**src/rtl/mrrc_pkg.sv**
```systemverilog
// Types and constants for the Modbus RTU response checker.
// No dependencies; used by mrrc_crc_byte and the top level.
package mrrc_pkg;

  localparam logic [15:0] CRC_INIT = 16'hFFFF;
  localparam logic [15:0] CRC_POLY = 16'hA001;

  localparam logic [7:0] MAX_DATA_RESET = 8'd16;

  localparam logic [1:0] ST_OK       = 2'd0;
  localparam logic [1:0] ST_OVERFLOW = 2'd1;
  localparam logic [1:0] ST_CRC_ERR  = 2'd2;

  typedef struct packed {
    logic [7:0] rx_byte;
    logic       frame_start;
  } in_t;

  typedef struct packed {
    logic [1:0] status;
    logic [7:0] node_addr;
    logic [7:0] func_byte;
    logic [7:0] data_length;
  } out_t;

endpackage

```
**src/rtl/mrrc_crc_byte.sv**
```systemverilog
// Byte-wide CRC-16/MODBUS update, eight reflected shift steps unrolled.
// Depends on mrrc_pkg for the polynomial.
module mrrc_crc_byte import mrrc_pkg::*; (
  input  logic [15:0] crc_in,
  input  logic [7:0]  data_in,
  output logic [15:0] crc_out
);

  always_comb begin
    logic [15:0] c;
    c = crc_in ^ {8'd0, data_in};
    for (int k = 0; k < 8; k++) begin
      if (c[0]) begin
        c = (c >> 1) ^ CRC_POLY;
      end else begin
        c = c >> 1;
      end
    end
    crc_out = c;
  end

endmodule

```
**config.mk**
```make
export PLATFORM = sky130hd
export DESIGN_NAME = mrrc_crc_byte
export DESIGN_NICKNAME = d
export VERILOG_FILES = /design/src/rtl/mrrc_pkg.sv /design/src/rtl/mrrc_crc_byte.sv
export SDC_FILE = /design/constraint.sdc
export NUM_CORES = 1
export LEC_CHECK = 0
export BUFFER_PORTS_ARGS = -buffer_cell sky130_fd_sc_hd__clkbuf_2
export CAP_MARGIN = 30
export CORE_AREA = 8 8 45 47
export DETAILED_ROUTE_END_ITERATION = 10
export DIE_AREA = 0 0 53 55
export GPL_TIMING_DRIVEN = 0
export PLACE_DENSITY = 0.63
export SYNTH_ARGS = -nofsm -noshare
export SYNTH_HDL_FRONTEND = slang
export SYNTH_SLANG_ARGS = --single-unit
```
**constraint.sdc**
```tcl
create_clock -name vclk -period 1.8
set_input_delay 0.18 -clock vclk [all_inputs]
set_output_delay 0.18 -clock vclk [all_outputs]
set_load 0.05 [all_outputs]
```
After elaboration in Yosys (flattened, before gate mapping):

Index checks and enable logic that the tools add are counted.

* register bits: 0
* output and inout bits: 16
* bits of input ports: 24
* logic and storage cells: 17

* bitwise operators: 9
* muxes and demuxes: 8

Operators by type and width (count)
* 2-to-1 mux 16 bit: 8
* NOT 2 -> 3 bit: 8
* bitwise XOR 16 x 8 -> 16 bit: 1

Logic depth before layout (Yosys ltp):

* depth after elaboration: 17
* gate-level depth with buffers: 4

Worst setup path after synthesis:

Ideal clock, no wire load.

* kind: input port to output port
* start point: input port data_in[3]
* end point: output port crc_out[14]
* slack: -0.859 ns
* stages: 4
* data required time: 1.620 ns
* path buffers: 0
* arrival: 2.479 ns
* cell sequence: xor2_1 -> xnor2_1 -> xnor2_2 -> xnor2_1

* cells in the longest elaborated chain, start to end: 10

RTL lines
* start: declaration: RTL line mrrc_crc_byte.sv:5 `input logic [7:0] data_in,`
* bitwise XOR 16 x 8 -> 16 bit (*): RTL line mrrc_crc_byte.sv:11 `c = crc_in ^ {8'd0, data_in};`
* 2-to-1 mux 16 bit (*) (2 in a row): RTL line mrrc_crc_byte.sv:13 `if (c[0]) begin`
* NOT 2 -> 3 bit (no source line)
* 2-to-1 mux 16 bit (*) (6 in a row): RTL line mrrc_crc_byte.sv:13
* end: declaration: RTL line mrrc_crc_byte.sv:6 `output logic [15:0] crc_out`

Every way passes the cells marked *; elsewhere a longest branch is shown, timed or not.

Final worst setup path:

* start point: input port crc_in[1]
* end point: output port crc_out[14]

* cells in the longest elaborated chain, start to end: 10

RTL lines
* start: declaration: RTL line mrrc_crc_byte.sv:4 `input logic [15:0] crc_in,`
* bitwise XOR 16 x 8 -> 16 bit (*): RTL line mrrc_crc_byte.sv:11
* NOT 2 -> 3 bit (no source line)
* 2-to-1 mux 16 bit (*) (8 in a row): RTL line mrrc_crc_byte.sv:13

Marked as above.

==> impl_metrics.toml <==
[global_routing]
grt_overflow = 0
grt_max_degree = 4
first_global_vias = 371
grt_usage_pct = 6.26
grt_pass1_wl_mm = 1.46
antenna_found_initial = 0

[hold_path]
hold_path.class = "primary input to output pin"
min_from = "crc_in[9]"
holdPathStages = 2
hold_end = "crc_out[1]"

[cells_and_area]
clkbuf_count = 0
seq_cell_count = 0
fin_nets = 93
finalNonFillerCells = 83
multi_input_area_um2 = 458
regArea_um2 = 0
n_fill_cell = 134
drive_above_1_share_pct = 89.6
antenna_cells = 0
syn_to_final_growth_pct = 154

[power_and_ir_drop]
power_frac_comb_pct = 100.0
p_int_mw = 0.368
p_sw_share_pct = 60.4
leakage_nw = 0.355
p_seq_share_pct = 0
ir_worst_vdd_v = 0.000533
pwr_density_cell_nw_per_um2 = 1290
switching_power_mw = 0.561
p_clk_share_pct = 0

[timing]
timing_worst_slew_pin_value_ps = 360
finalCriticalPeriod_ps = 1710
fin_ws_ps = 93.4
hold_violations = 0
tns_ps = 0
slew_violations = 0
rsz0062_at_grt = "no"
slew_headroom_pct = 75.9
fmax_mhz = 586
hold_slack_ps = 689
setup_viol = 0
fin_crit_sh_pct = 94.8

[routing]
drc = 0
vias_per_cell = 3.76
routed_wl_um = 916
wire_per_inst_um = 11.0
drtIter0Drc = 0
drt-pass1-iter-count = 1
vias = 312
drtAntennaViolNets = 0

[synthesis]
yosysWarningCount = 0
synth-seq-area-share_pct = 0
syn_inst = 29
synth_area_per_cell_um2 = 9.79
yosysUniqueCellTypes = 5
syn_nets = 53
syn_area_um2 = 284

[die]
start_util_pct = 20.5
chipWidth_um = 53
io_pins = 40
row_count = 14
fp.dieH_um = 55
dieArea_um2 = 2920
core-area_um2 = 1380

[placement]
numPortBuffers = 35
dp_slack_ps = -42.2
gp_congestion = 0.711
hpwl_um = 905
place_inst = 80

[critical_path]
critPathMaxFanout = 3
endpoint_kind = "output pin"
cp.arrival_ps = 1530
critical_path_class = "primary input to output pin"
start_kind = "primary input"
required_ps = 1620

[run]
max_cap_viol_count = 0

[status]
status = "complete, no violations"
## power groups by stage
stage                     registers, mW  clock network (mW)  logic, mW
after floorplan                       0                   0      0.717
after global placement                0                   0      0.853
after detailed placement              0                   0      0.859
after CTS                             0                   0      0.904
after global routing                  0                   0      0.970
final                                 0                   0      0.930
## Yosys cell counts
| library cell | number | area (um2) |
|---|---|---|
| buf_4 | 5 | 37.5 |
| xnor2_2 | 3 | 48.8 |
| xnor3_1 | 1 | 22.5 |
| xnor2_1 | 14 | 123 |
| xor2_1 | 6 | 52.6 |
## critical path: stages
cell and delay [ps]:
clkbuf_2 120, xnor2_4 250, xor2_4 290, xor2_2 260, xnor2_4 140, clkbuf_2 290
## cell type report
cell class                 instances  share of cell area, %
multi-input combinational         24                   63.4
timing repair buffer              38                   28.6
buffer                             5                   5.20
tap                               16                   2.77
## layout by cell type (no fill, tap or decap)
cell and n:
xor2_1 3, clkbuf_2 34, xor2_2 2, xnor2_1 4, xor2_4 1, buf_4 8, clkbuf_8 1, xnor3_2 1
xnor2_2 4, xnor2_4 9
## per-stage QoR
| step | area (um2) | util, % | total power, mW |
|---|---|---|---|
| 2_1_floorplan | 469 | - | 0.717 |
| 3_3_place_gp | 664 | 48.0 | 0.853 |
| 3_5_place_dp | 664 | 48.0 | 0.859 |
| 4_1_cts | 692 | 50.0 | 0.904 |
| 5_1_grt | 722 | 52.2 | 0.970 |
| 6_report | 722 | 52.2 | 0.930 |
## cell families (layout without fill, tap and decap cells)
family    Yosys count  after routing  share of synthesized area (%)
xor+xnor           24             24                           86.8
buf+inv             5             43                           13.2
## worst max path at each step
| stage | to | start | slack, ps | cells past startpoint |
|---|---|---|---|---|
| 3_3_place_gp | crc_out[0] | data_in[6] | -30 | 6 |
| 2_1_floorplan | crc_out[0] | data_in[1] | 10 | 4 |
| 4_1_cts | crc_out[14] | crc_in[2] | -20 | 6 |
| 6_report | crc_out[14] | crc_in[1] | 90 | 6 |
| 3_5_place_dp | crc_out[0] | data_in[6] | -40 | 6 |
| 5_1_grt | crc_out[14] | data_in[0] | 10 | 7 |
## repair_timing
item	4_1_cts	5_1_grt
gates resized for setup	3	2
setup buffers	1	2
endpoints found under the setup margin	2	2
pin swaps	2	4
hold buffers	0	0
cloned	0	0
## layer usage
metal / track usage (%) / part of all wire (%)
met1: 5.86 / 32
met2: 14.1 / 59
met3: 1.07 / 8.8
met4: 0 / 0
met5: 0 / 0
Power figures use the tool's default switching activity.
